$ cat src/rtl/fnpll_pkg.sv
// shared constants, register indexes and control types for the fractional-n word calculator
package fnpll_pkg;

  // field widths
  localparam int FREQ_W    = 32;
  localparam int PFD_W     = 27;
  localparam int VCO_MIN_W = 32;
  localparam int DIV_OUT_W = 6;
  localparam int INT_W     = 19;
  localparam int FRAC_W    = 24;

  // configuration port
  localparam int CFG_IDX_W  = 1;
  localparam int CFG_DATA_W = 32;
  localparam logic [CFG_IDX_W-1:0] REG_PFD     = 1'd0;
  localparam logic [CFG_IDX_W-1:0] REG_VCO_MIN = 1'd1;

  // register reset values
  localparam logic [PFD_W-1:0]     PFD_RESET     = 27'd42000000;
  localparam logic [VCO_MIN_W-1:0] VCO_MIN_RESET = 32'd1500000000;

  // integer part saturation value
  localparam logic [INT_W-1:0] INT_MAX = {INT_W{1'b1}};

  // parameter defaults
  localparam int MAX_DIVIDER_DEF = 62;
  localparam int FRAC_BITS_DEF   = 24;

  // controller to datapath commands
  typedef struct packed {
    logic load;         // capture request frequency, reset search
    logic search_step;  // advance divider by one step
    logic div_init;     // load dividend, clear remainder
    logic div_step;     // one restoring division step
  } fnpll_cmd_t;

  // datapath to controller status
  typedef struct packed {
    logic search_done;  // vco reached minimum or divider capped
    logic div_last;     // final division step in progress
  } fnpll_status_t;

endpackage

$ cat src/rtl/fnpll_ctrl.sv
// sequencing state machine for divider search, division and result strobe
module fnpll_ctrl (
  input  logic                     clk,
  input  logic                     rst,
  input  logic                     start,
  output logic                     busy,
  output logic                     done,
  output fnpll_pkg::fnpll_cmd_t    cmd,
  input  fnpll_pkg::fnpll_status_t status
);

  typedef enum logic [3:0] {
    S_IDLE   = 4'b0001,
    S_SEARCH = 4'b0010,
    S_DIVIDE = 4'b0100,
    S_REPORT = 4'b1000
  } state_t;

  state_t state;
  state_t state_next;

  // state register
  always_ff @(posedge clk) begin
    if (rst) begin
      state <= S_IDLE;
    end else begin
      state <= state_next;
    end
  end

  // next state and commands
  always_comb begin
    state_next = state;
    cmd        = '0;
    case (state)
      S_IDLE: begin
        if (start) begin
          cmd.load   = 1'b1;
          state_next = S_SEARCH;
        end
      end
      S_SEARCH: begin
        if (status.search_done) begin
          cmd.div_init = 1'b1;
          state_next   = S_DIVIDE;
        end else begin
          cmd.search_step = 1'b1;
        end
      end
      S_DIVIDE: begin
        cmd.div_step = 1'b1;
        if (status.div_last) begin
          state_next = S_REPORT;
        end
      end
      S_REPORT: begin
        state_next = S_IDLE;
      end
      default: begin
        state_next = S_IDLE;
      end
    endcase
  end

  assign busy = (state != S_IDLE);
  assign done = (state == S_REPORT);

  // an accepted request keeps the block busy with no result in the next cycle
  a_accept_busy: assert property (@(posedge clk) disable iff (rst)
    (start && !busy) |=> (busy && !done))
    else $error("accepted request did not start work");

  // a result strobe lasts exactly one cycle
  a_done_pulse: assert property (@(posedge clk) disable iff (rst)
    done |=> !done)
    else $error("result strobe held longer than one cycle");

endmodule

$ cat src/rtl/fnpll_dp.sv
// datapath: config registers, divider search and restoring division
module fnpll_dp #(
  parameter int MAX_DIVIDER = fnpll_pkg::MAX_DIVIDER_DEF,
  parameter int FRAC_BITS   = fnpll_pkg::FRAC_BITS_DEF
) (
  input  logic                                 clk,
  input  logic                                 rst,
  input  fnpll_pkg::fnpll_cmd_t                cmd,
  output fnpll_pkg::fnpll_status_t             status,
  input  logic [fnpll_pkg::FREQ_W-1:0]         freq_in,
  input  logic                                 cfg_we,
  input  logic [fnpll_pkg::CFG_IDX_W-1:0]      cfg_index,
  input  logic [fnpll_pkg::CFG_DATA_W-1:0]     cfg_data,
  output logic [fnpll_pkg::DIV_OUT_W-1:0]      out_divider,
  output logic [fnpll_pkg::INT_W-1:0]          integer_part,
  output logic [fnpll_pkg::FRAC_W-1:0]         frac_part,
  output logic                                 range_error
);

  localparam int DIVW = $clog2(MAX_DIVIDER + 1);
  localparam int VW   = fnpll_pkg::FREQ_W + DIVW;
  localparam int QW   = VW + FRAC_BITS;
  localparam int CW   = $clog2(QW);
  localparam int PW   = fnpll_pkg::PFD_W;

  // configuration registers
  logic [PW-1:0]                      pfd_hz;
  logic [fnpll_pkg::VCO_MIN_W-1:0]    vco_min_hz;

  always_ff @(posedge clk) begin
    if (rst) begin
      pfd_hz     <= fnpll_pkg::PFD_RESET;
      vco_min_hz <= fnpll_pkg::VCO_MIN_RESET;
    end else if (cfg_we) begin
      case (cfg_index)
        fnpll_pkg::REG_PFD:     pfd_hz     <= cfg_data[PW-1:0];
        fnpll_pkg::REG_VCO_MIN: vco_min_hz <= cfg_data[fnpll_pkg::VCO_MIN_W-1:0];
        default: ;
      endcase
    end
  end

  // search registers
  logic [fnpll_pkg::FREQ_W-1:0] freq;
  logic                         freq_zero;
  logic [DIVW-1:0]              div;
  logic [VW-1:0]                vco;
  logic                         capped;

  // division registers
  logic [QW-1:0]                quot;
  logic [PW-1:0]                rem;
  logic [CW-1:0]                cnt;

  // search step logic
  logic [DIVW:0]   div_cand;
  logic            vco_ok;
  logic            cap_hit;
  logic [VW-1:0]   addend;

  always_comb begin
    div_cand = (div == DIVW'(1)) ? (DIVW+1)'(2) : ({1'b0, div} + (DIVW+1)'(2));
    vco_ok   = (vco >= VW'(vco_min_hz));
    cap_hit  = (div_cand > (DIVW+1)'(MAX_DIVIDER));
    addend   = (div == DIVW'(1)) ? VW'(freq) : (VW'(freq) << 1);
  end

  always_ff @(posedge clk) begin
    if (cmd.load) begin
      freq      <= freq_in;
      freq_zero <= (freq_in == '0);
      div       <= DIVW'(1);
      vco       <= VW'(freq_in);
    end else if (cmd.search_step) begin
      div <= div_cand[DIVW-1:0];
      vco <= vco + addend;
    end
  end

  // restoring division step
  logic [PW:0] r2;
  logic        ge;
  logic [PW:0] diff;

  always_comb begin
    r2   = {rem, quot[QW-1]};
    ge   = (r2 >= {1'b0, pfd_hz});
    diff = r2 - {1'b0, pfd_hz};
  end

  always_ff @(posedge clk) begin
    if (cmd.div_init) begin
      quot   <= {vco, {FRAC_BITS{1'b0}}};
      rem    <= '0;
      cnt    <= '0;
      capped <= !vco_ok;
    end else if (cmd.div_step) begin
      quot <= {quot[QW-2:0], ge};
      rem  <= ge ? diff[PW-1:0] : r2[PW-1:0];
      cnt  <= cnt + CW'(1);
    end
  end

  assign status.search_done = vco_ok || cap_hit;
  assign status.div_last    = (cnt == CW'(QW - 1));

  // result formatting
  logic [VW-1:0]                        ip_full;
  logic                                 ip_sat;
  logic                                 pfd_zero;
  logic [fnpll_pkg::FRAC_W+FRAC_BITS-1:0] frac_ext;
  logic [fnpll_pkg::DIV_OUT_W+DIVW-1:0]   div_ext;

  always_comb begin
    ip_full  = quot[QW-1:FRAC_BITS];
    ip_sat   = (ip_full > VW'(fnpll_pkg::INT_MAX));
    pfd_zero = (pfd_hz == '0);
    frac_ext = {{fnpll_pkg::FRAC_W{1'b0}}, quot[FRAC_BITS-1:0]};
    div_ext  = {{fnpll_pkg::DIV_OUT_W{1'b0}}, div};
  end

  assign out_divider  = div_ext[fnpll_pkg::DIV_OUT_W-1:0];
  assign integer_part = (pfd_zero || ip_sat) ? fnpll_pkg::INT_MAX
                                             : ip_full[fnpll_pkg::INT_W-1:0];
  assign frac_part    = pfd_zero ? '0 : frac_ext[fnpll_pkg::FRAC_W-1:0];
  assign range_error  = capped || freq_zero || pfd_zero || ip_sat;

  // a search step always lands on an even divider
  a_div_even: assert property (@(posedge clk) disable iff (rst)
    cmd.search_step |=> (!div[0] && (div >= DIVW'(2))))
    else $error("search step left an odd divider");

  // division always starts from a cleared remainder and counter
  a_div_init: assert property (@(posedge clk) disable iff (rst)
    cmd.div_init |=> ((rem == '0) && (cnt == '0)))
    else $error("division did not start clean");

endmodule

$ cat src/rtl/frac_n_pll_word_calculator.sv
// top level: fractional-n synthesizer word calculator
// sequence: an accepted request runs k divider search steps (0 to MAX_DIVIDER/2), then a
//   restoring division with a (32 + clog2(MAX_DIVIDER+1) + FRAC_BITS)-bit quotient, then done
// throughput: one request at a time, set by the one-bit-per-cycle restoring divider;
//   the next request is taken the cycle after done
// reset: synchronous, returns to idle and loads pfd_hz 42000000 and vco_min_hz 1500000000
// done lasts one cycle; the receiver cannot stall
module frac_n_pll_word_calculator #(
  parameter int MAX_DIVIDER = fnpll_pkg::MAX_DIVIDER_DEF,
  parameter int FRAC_BITS   = fnpll_pkg::FRAC_BITS_DEF
) (
  input  logic                             clk,
  input  logic                             rst,
  input  logic                             start,
  output logic                             busy,
  input  logic [fnpll_pkg::FREQ_W-1:0]     freq_hz,
  output logic                             done,
  output logic [fnpll_pkg::DIV_OUT_W-1:0]  out_divider,
  output logic [fnpll_pkg::INT_W-1:0]      integer_part,
  output logic [fnpll_pkg::FRAC_W-1:0]     frac_part,
  output logic                             range_error,
  input  logic                             cfg_we,
  input  logic [fnpll_pkg::CFG_IDX_W-1:0]  cfg_index,
  input  logic [fnpll_pkg::CFG_DATA_W-1:0] cfg_data
);

  fnpll_pkg::fnpll_cmd_t    cmd;
  fnpll_pkg::fnpll_status_t status;

  // sequencing
  fnpll_ctrl u_ctrl (
    .clk    (clk),
    .rst    (rst),
    .start  (start),
    .busy   (busy),
    .done   (done),
    .cmd    (cmd),
    .status (status)
  );

  // arithmetic
  fnpll_dp #(
    .MAX_DIVIDER (MAX_DIVIDER),
    .FRAC_BITS   (FRAC_BITS)
  ) u_dp (
    .clk          (clk),
    .rst          (rst),
    .cmd          (cmd),
    .status       (status),
    .freq_in      (freq_hz),
    .cfg_we       (cfg_we),
    .cfg_index    (cfg_index),
    .cfg_data     (cfg_data),
    .out_divider  (out_divider),
    .integer_part (integer_part),
    .frac_part    (frac_part),
    .range_error  (range_error)
  );

endmodule
$ cat config.mk
export PLATFORM = sky130hd
export DESIGN_NAME = frac_n_pll_word_calculator
export DESIGN_NICKNAME = d
export VERILOG_FILES = /design/src/rtl/fnpll_pkg.sv /design/src/rtl/fnpll_ctrl.sv /design/src/rtl/fnpll_dp.sv /design/src/rtl/frac_n_pll_word_calculator.sv
export SDC_FILE = /design/constraint.sdc
export NUM_CORES = 1
export LEC_CHECK = 0
export ABC_CLOCK_PERIOD_IN_PS = 3800
export BUFFER_PORTS_ARGS = -buffer_cell sky130_fd_sc_hd__buf_2
export CAP_MARGIN = 10
export CORE_ASPECT_RATIO = 1.1
export CORE_MARGIN = 2
export CORE_UTILIZATION = 35
export CTS_BUF_LIST = sky130_fd_sc_hd__clkbuf_2 sky130_fd_sc_hd__clkbuf_4 sky130_fd_sc_hd__clkbuf_8
export DETAILED_ROUTE_END_ITERATION = 12
export PLACE_DENSITY_LB_ADDON = 0.05
export SYNTH_ARGS = -nofsm -noshare
export SYNTH_HDL_FRONTEND = slang
export SYNTH_HIERARCHICAL = 1
export SYNTH_SLANG_ARGS = --single-unit
$ cat constraint.sdc
create_clock -name clk -period 3.8 [get_ports clk]
set_input_delay 0 -clock clk [delete_from_list [all_inputs] [get_ports clk]]
set_output_delay 0 -clock clk [all_outputs]
set_load 0.005 [all_outputs]
Word-level counts from Yosys, hierarchy flattened. Index checks and enable logic that the tools add are counted.

Eq/ne operators: 10. Multiplexer cells: 19. $add $sub $neg: 4. $lt $le $gt $ge: 4. Bitwise gates (word level): 1. Reductions and logical operators: 13.

Operator list (count): $mux 62 (2); $mux 32 (2); $add 38x33->38 (1); $ge 38x32->1 (1); $gt 38x19->1 const B (1); $mux 33 (1); $logic_not 32->1 (1); $ge 28x27->1 (1); $logic_not 27->1 (1); $mux 27 (1); $sub 27x27->27 (1); $mux 24 (1); $mux 19 (1); $mux 4 (3); $pmux 4 s3 (1); $add 6x2->7 const B (1); $gt 7x6->1 const B (1); $mux 7 (1); $add 6x1->6 const B (1); $eq 6x1->1 const B (1); $eq 6x6->1 const B (1); $ne 2x2->1 const B (3); $logic_or 1x1->1 (5); $mux 1 (5); other kinds (11) (13).

Flip-flop bits (word level): 236.

Logic depth before layout (Yosys ltp).
Depth after elaboration: 8. Gate-level depth with buffers: 20. Mapped depth without buffers: 17.

Modules after synthesis. The synthesis kept the hierarchy.

Modules (own cells, without submodules): fnpll_dp (area each 13800.7 um2, cells each 1516, times used 1); fnpll_ctrl (area each 260.2 um2, cells each 28, times used 1).

Worst setup path after synthesis. No wires, ideal clock.

Kind: register to register. Start point: register u_dp.div[3], in the netlist u_dp/out_divider[3]. End point: register u_dp.vco[34]. Setup slack: -85 ps. Arrival: 3764 ps. Period minus slack after synthesis: 3885 ps. Stages on the path, launching flop included: 16. Data required time: 3679 ps. Path through: dfxtp_1 > clkbuf_1 > nor4_1 > nand2_1 > clkbuf_1 > mux2_2 > fa_1 > a21oi_1 > nor2_1 > o2111ai_1 > a21oi_1 > o31a_1 > o21a_1 > a21oi_1 > o21ai_0 > mux2_2.

Word-level cells in the longest chain between the ends: 6.

Ends and longest elaborated chain: start: declaration (RTL line fnpll_dp.sv:46) `logic [DIVW-1:0] div;`; start signal: assignment (RTL line fnpll_dp.sv:75) `div <= div_cand[DIVW-1:0];`; $add 6x2->7 or $eq 6x1->1 (tied branches) (RTL line fnpll_dp.sv:62, fnpll_dp.sv:65); $mux 7 (RTL line fnpll_dp.sv:62) `div_cand = (div == DIVW'(1)) ? (DIVW+1)'(2) : ({1'b0, div} + (DIVW+1)'(2));`; $gt 7x6->1 (RTL line fnpll_dp.sv:64) `cap_hit = (div_cand > (DIVW+1)'(MAX_DIVIDER));`; $logic_or 1x1->1 (RTL line fnpll_dp.sv:104) `assign status.search_done = vco_ok || cap_hit;`; $mux 1 (RTL line fnpll_ctrl.sv:43) `if (status.search_done) begin`; $mux 2 (RTL line fnpll_ctrl.sv:35) `case (state)`; end signal: assignment (RTL line fnpll_dp.sv:73) `vco <= VW'(freq_in);`; end signal: assignment (RTL line fnpll_dp.sv:76) `vco <= vco + addend;`; end: declaration (RTL line fnpll_dp.sv:47) `logic [VW-1:0] vco;`.

Parallel ways exist; a longest one is shown, timed or not. A chain may end at the register's enable or synchronous reset.

Final worst setup path.
Start point: register u_dp.div[4], in the netlist u_dp/out_divider[4]. End point: register u_dp.vco[34].

Same word-level chain as after synthesis.

==> impl_metrics.py <==
metrics = {
    "grt": {
        "grt-busiest-layer": "met2",
        "grt_pass1_wl_mm": 65.8,
        "antenna_found_initial": 0,
        "grt_max_degree": 73,
        "gr-usage-met1": 0.266,
        "gr-usage-met2": 0.327,
        "grt_overflow": 0,
        "use_met3": 0.0293,
        "grtUsageTotal": 0.199,
        "grt_pass1_vias": 11900,
    },
    "pwr": {
        "peakVddDrop_v": 0.000245,
        "power.leakage_nw": 7.08,
        "p_per_area_mw_per_mm2": 486,
    },
    "synth": {
        "avgSynthCellArea_um2": 9.11,
        "synth_ff_type": "dfxtp_1",
        "syn_nets": 1713,
        "synth-async-reset-ratio": 0,
        "syn_area_mm2": 0.0141,
        "synthCells": 1544,
        "synth.yosys.seq_area_share": 0.410,
        "ys_ff_latch": 236,
        "ys_types": 70,
        "ys.warnings.count": 6,
        "synth_edf_count": 104,
    },
    "route": {
        "ant_nets": 0,
        "wirelength_mm": 41.7,
        "viasPerCell": 5.13,
        "drc_errors": 0,
        "dr.pass1.iters": 5,
        "wl_per_cell_um": 18.0,
        "drt_iter0_drc": 601,
        "vias": 11900,
    },
    "layout": {
        "n_fill_cell": 4015,
        "drive_above_1_share": 0.207,
        "diodes": 0,
        "multiInputGateArea_mm2": 0.00789,
        "register_area_mm2": 0.00577,
        "final_cells": 2318,
        "layout_commonest_cell": "nand2_1",
        "area_delta_synth_final_pct": 24.3,
        "layout_common_cells": "nand2_1 (197), dfxtp_1 (132), nor2_1 (123)",
        "nets": 1938,
        "final_util": 0.438,
    },
    "die": {
        "fp.dieH_um": 214,
        "fp.dieW_um": 195,
        "io_pins": 121,
        "initial_core_util": 0.353,
        "core-area_mm2": 0.0399,
        "num_rows": 77,
        "dieArea_mm2": 0.0418,
    },
    "placement": {
        "portBuffers": 120,
        "place_ws_ps": -230,
        "dpl.hpwl_mm": 30.3,
        "place.gp.congestion": 0.851,
        "placed_cells": 2159,
    },
    "run_status": {
        "outcome": "completed",
    },
    "clock_tree": {
        "cts_tree": "yes",
        "clk_pin_slew_ps": 60,
        "clk_latency_ps": 620,
        "clkSinkCount": 236,
        "clock_path_buffers": 3,
        "htreeDepth": 2,
        "numCtsBuffers": 45,
        "cts-root-buf": "clkbuf_8",
    },
    "timing": {
        "setup_ws_ps": 112,
        "max_freq_mhz": 271,
        "setup_violations": 0,
        "drv_slew": 0,
        "fin_skew_ps": 30.4,
        "finalHoldViolations": 0,
        "whs_ps": 65.8,
        "post-route-min-period_ps": 3690,
        "slew-limit-headroom": 0.219,
        "worst_pin_slew_ps": 1170,
        "finalCritPeriodShare": 0.970,
    },
    "worst_setup_path": {
        "criticalPathCategory": "register to register",
        "required_ps": 4290,
        "critPathArrivalTime_ps": 4180,
        "critPathMaxStageDelay_ps": 370,
        "startpoint_type": "register",
        "crit_path_end_kind": "register",
        "timing.critical_path.max_delay_family": "compound AO/OA/AOI/OAI gates",
        "crit_chain": "nor4_4 -> nand2_2 -> buf_6 -> buf_4 -> mux2_2 -> ha_1 -> nand2_1 -> nor2_1 -> o2111ai_2 -> a21oi_2 -> o31a_1 -> o21a_1 -> a21oi_1 -> buf_4 -> o21ai_0 -> mux2_2",
        "path_buf_inv": 3,
        "cp_max_fo": 8,
        "cp_slowest_cell": "ha_1",
    },
    "min_path": {
        "min_path_type": "primary input to register",
    },
    "job": {
        "max-cap-violations": 0,
    },
}
## timing repair
action                                  CTS  global route
pin swaps                                 2            11
hold endpoints to repair                130             0
hold buffers                             72             0
setup buffers                             0             4
resized for setup                        14            25
endpoints found under the setup margin   11            89
## worst min-delay path: stages
cell     delay (ps)
buf_2           120
and2_1          130
buf_4           230
nand2_1         100
a21oi_1          50
## registers in the layout (all words and copies together), names as in the netlist, 4 cells and up
register	cells
u_dp/quot	62
u_dp/vco	38
u_dp/freq	32
u_dp/vco_min_hz	32
u_dp/pfd_hz	27
u_dp/rem	27
u_dp/cnt	6
u_dp/out_divider	6
u_ctrl/state	4
## Yosys cell counts, types with 26 or more instances
master	instances	area share
nand2_1	198	0.053
dfxtp_1	132	0.19
nor2_1	124	0.033
a21oi_1	105	0.037
edfxtp_1	104	0.22
ha_1	98	0.087
inv_1	83	0.022
clkbuf_1	66	0.018
o21ai_0	63	0.022
nor2b_1	44	0.020
a22o_1	42	0.026
mux2_2	41	0.033
mux2i_1	36	0.026
nand3_1	31	0.011
a21o_1	28	0.015
a211oi_1	26	0.014
## power by group
part	switching, mW	internal [mW]
Sequential	0.185	2.92
Clock	1.18	1.56
Combinational	1.47	1.20
Total	2.83	5.67
## kinds of logic after synthesis
group / share of synthesized area
AO/OA/AOI/OAI: 0.178
XOR/XNOR: 0.0311
adder cells (fa/ha/maj): 0.0901
buffers and inverters: 0.0448
flip-flops: 0.410
multiplexers: 0.0617
AND/OR/NAND/NOR: 0.184
## per-stage QoR
step                      total power [mW]  TNS (ps)  area (um^2)
after floorplan                       4.83         0        14100
after global placement                5.62      -982        15600
after detailed placement              5.62     -1380        15600
after CTS                             8.53         0        17300
after global routing                  9.06      -104        17500
final                                 8.50         0        17500
## final cells by class
cell class / instances / area share
clock inverters: 24 / 0.0129
flip-flops and latches: 236 / 0.330
well taps: 513 / 0.0367
inverters: 83 / 0.0178
multi-input cells: 1146 / 0.451
clock buffers: 59 / 0.0425
repair buffers: 257 / 0.109
## metal layers
layer | vias to the layer above | share of wire
met5 | - | 0
met4 | 0 | 0.026
met3 | 69 | 0.036
met2 | 219 | 0.46
met1 | 5579 | 0.47
li1 | 6027 | -
## path summary, 6_finish.rpt
check / startpoint / endpoint / slack (ps) / cells past startpoint
max reg2reg: u_dp/out_divider[4] / u_dp/vco[34] / 110 / 16
min: cfg_we / u_dp/vco_min_hz[3] / 70 / 5
max: u_dp/out_divider[4] / u_dp/vco[34] / 110 / 16
min reg2reg: u_dp/vco_min_hz[29] / u_dp/vco_min_hz[29] / 460 / 2
(Power assumes the default switching activity.)
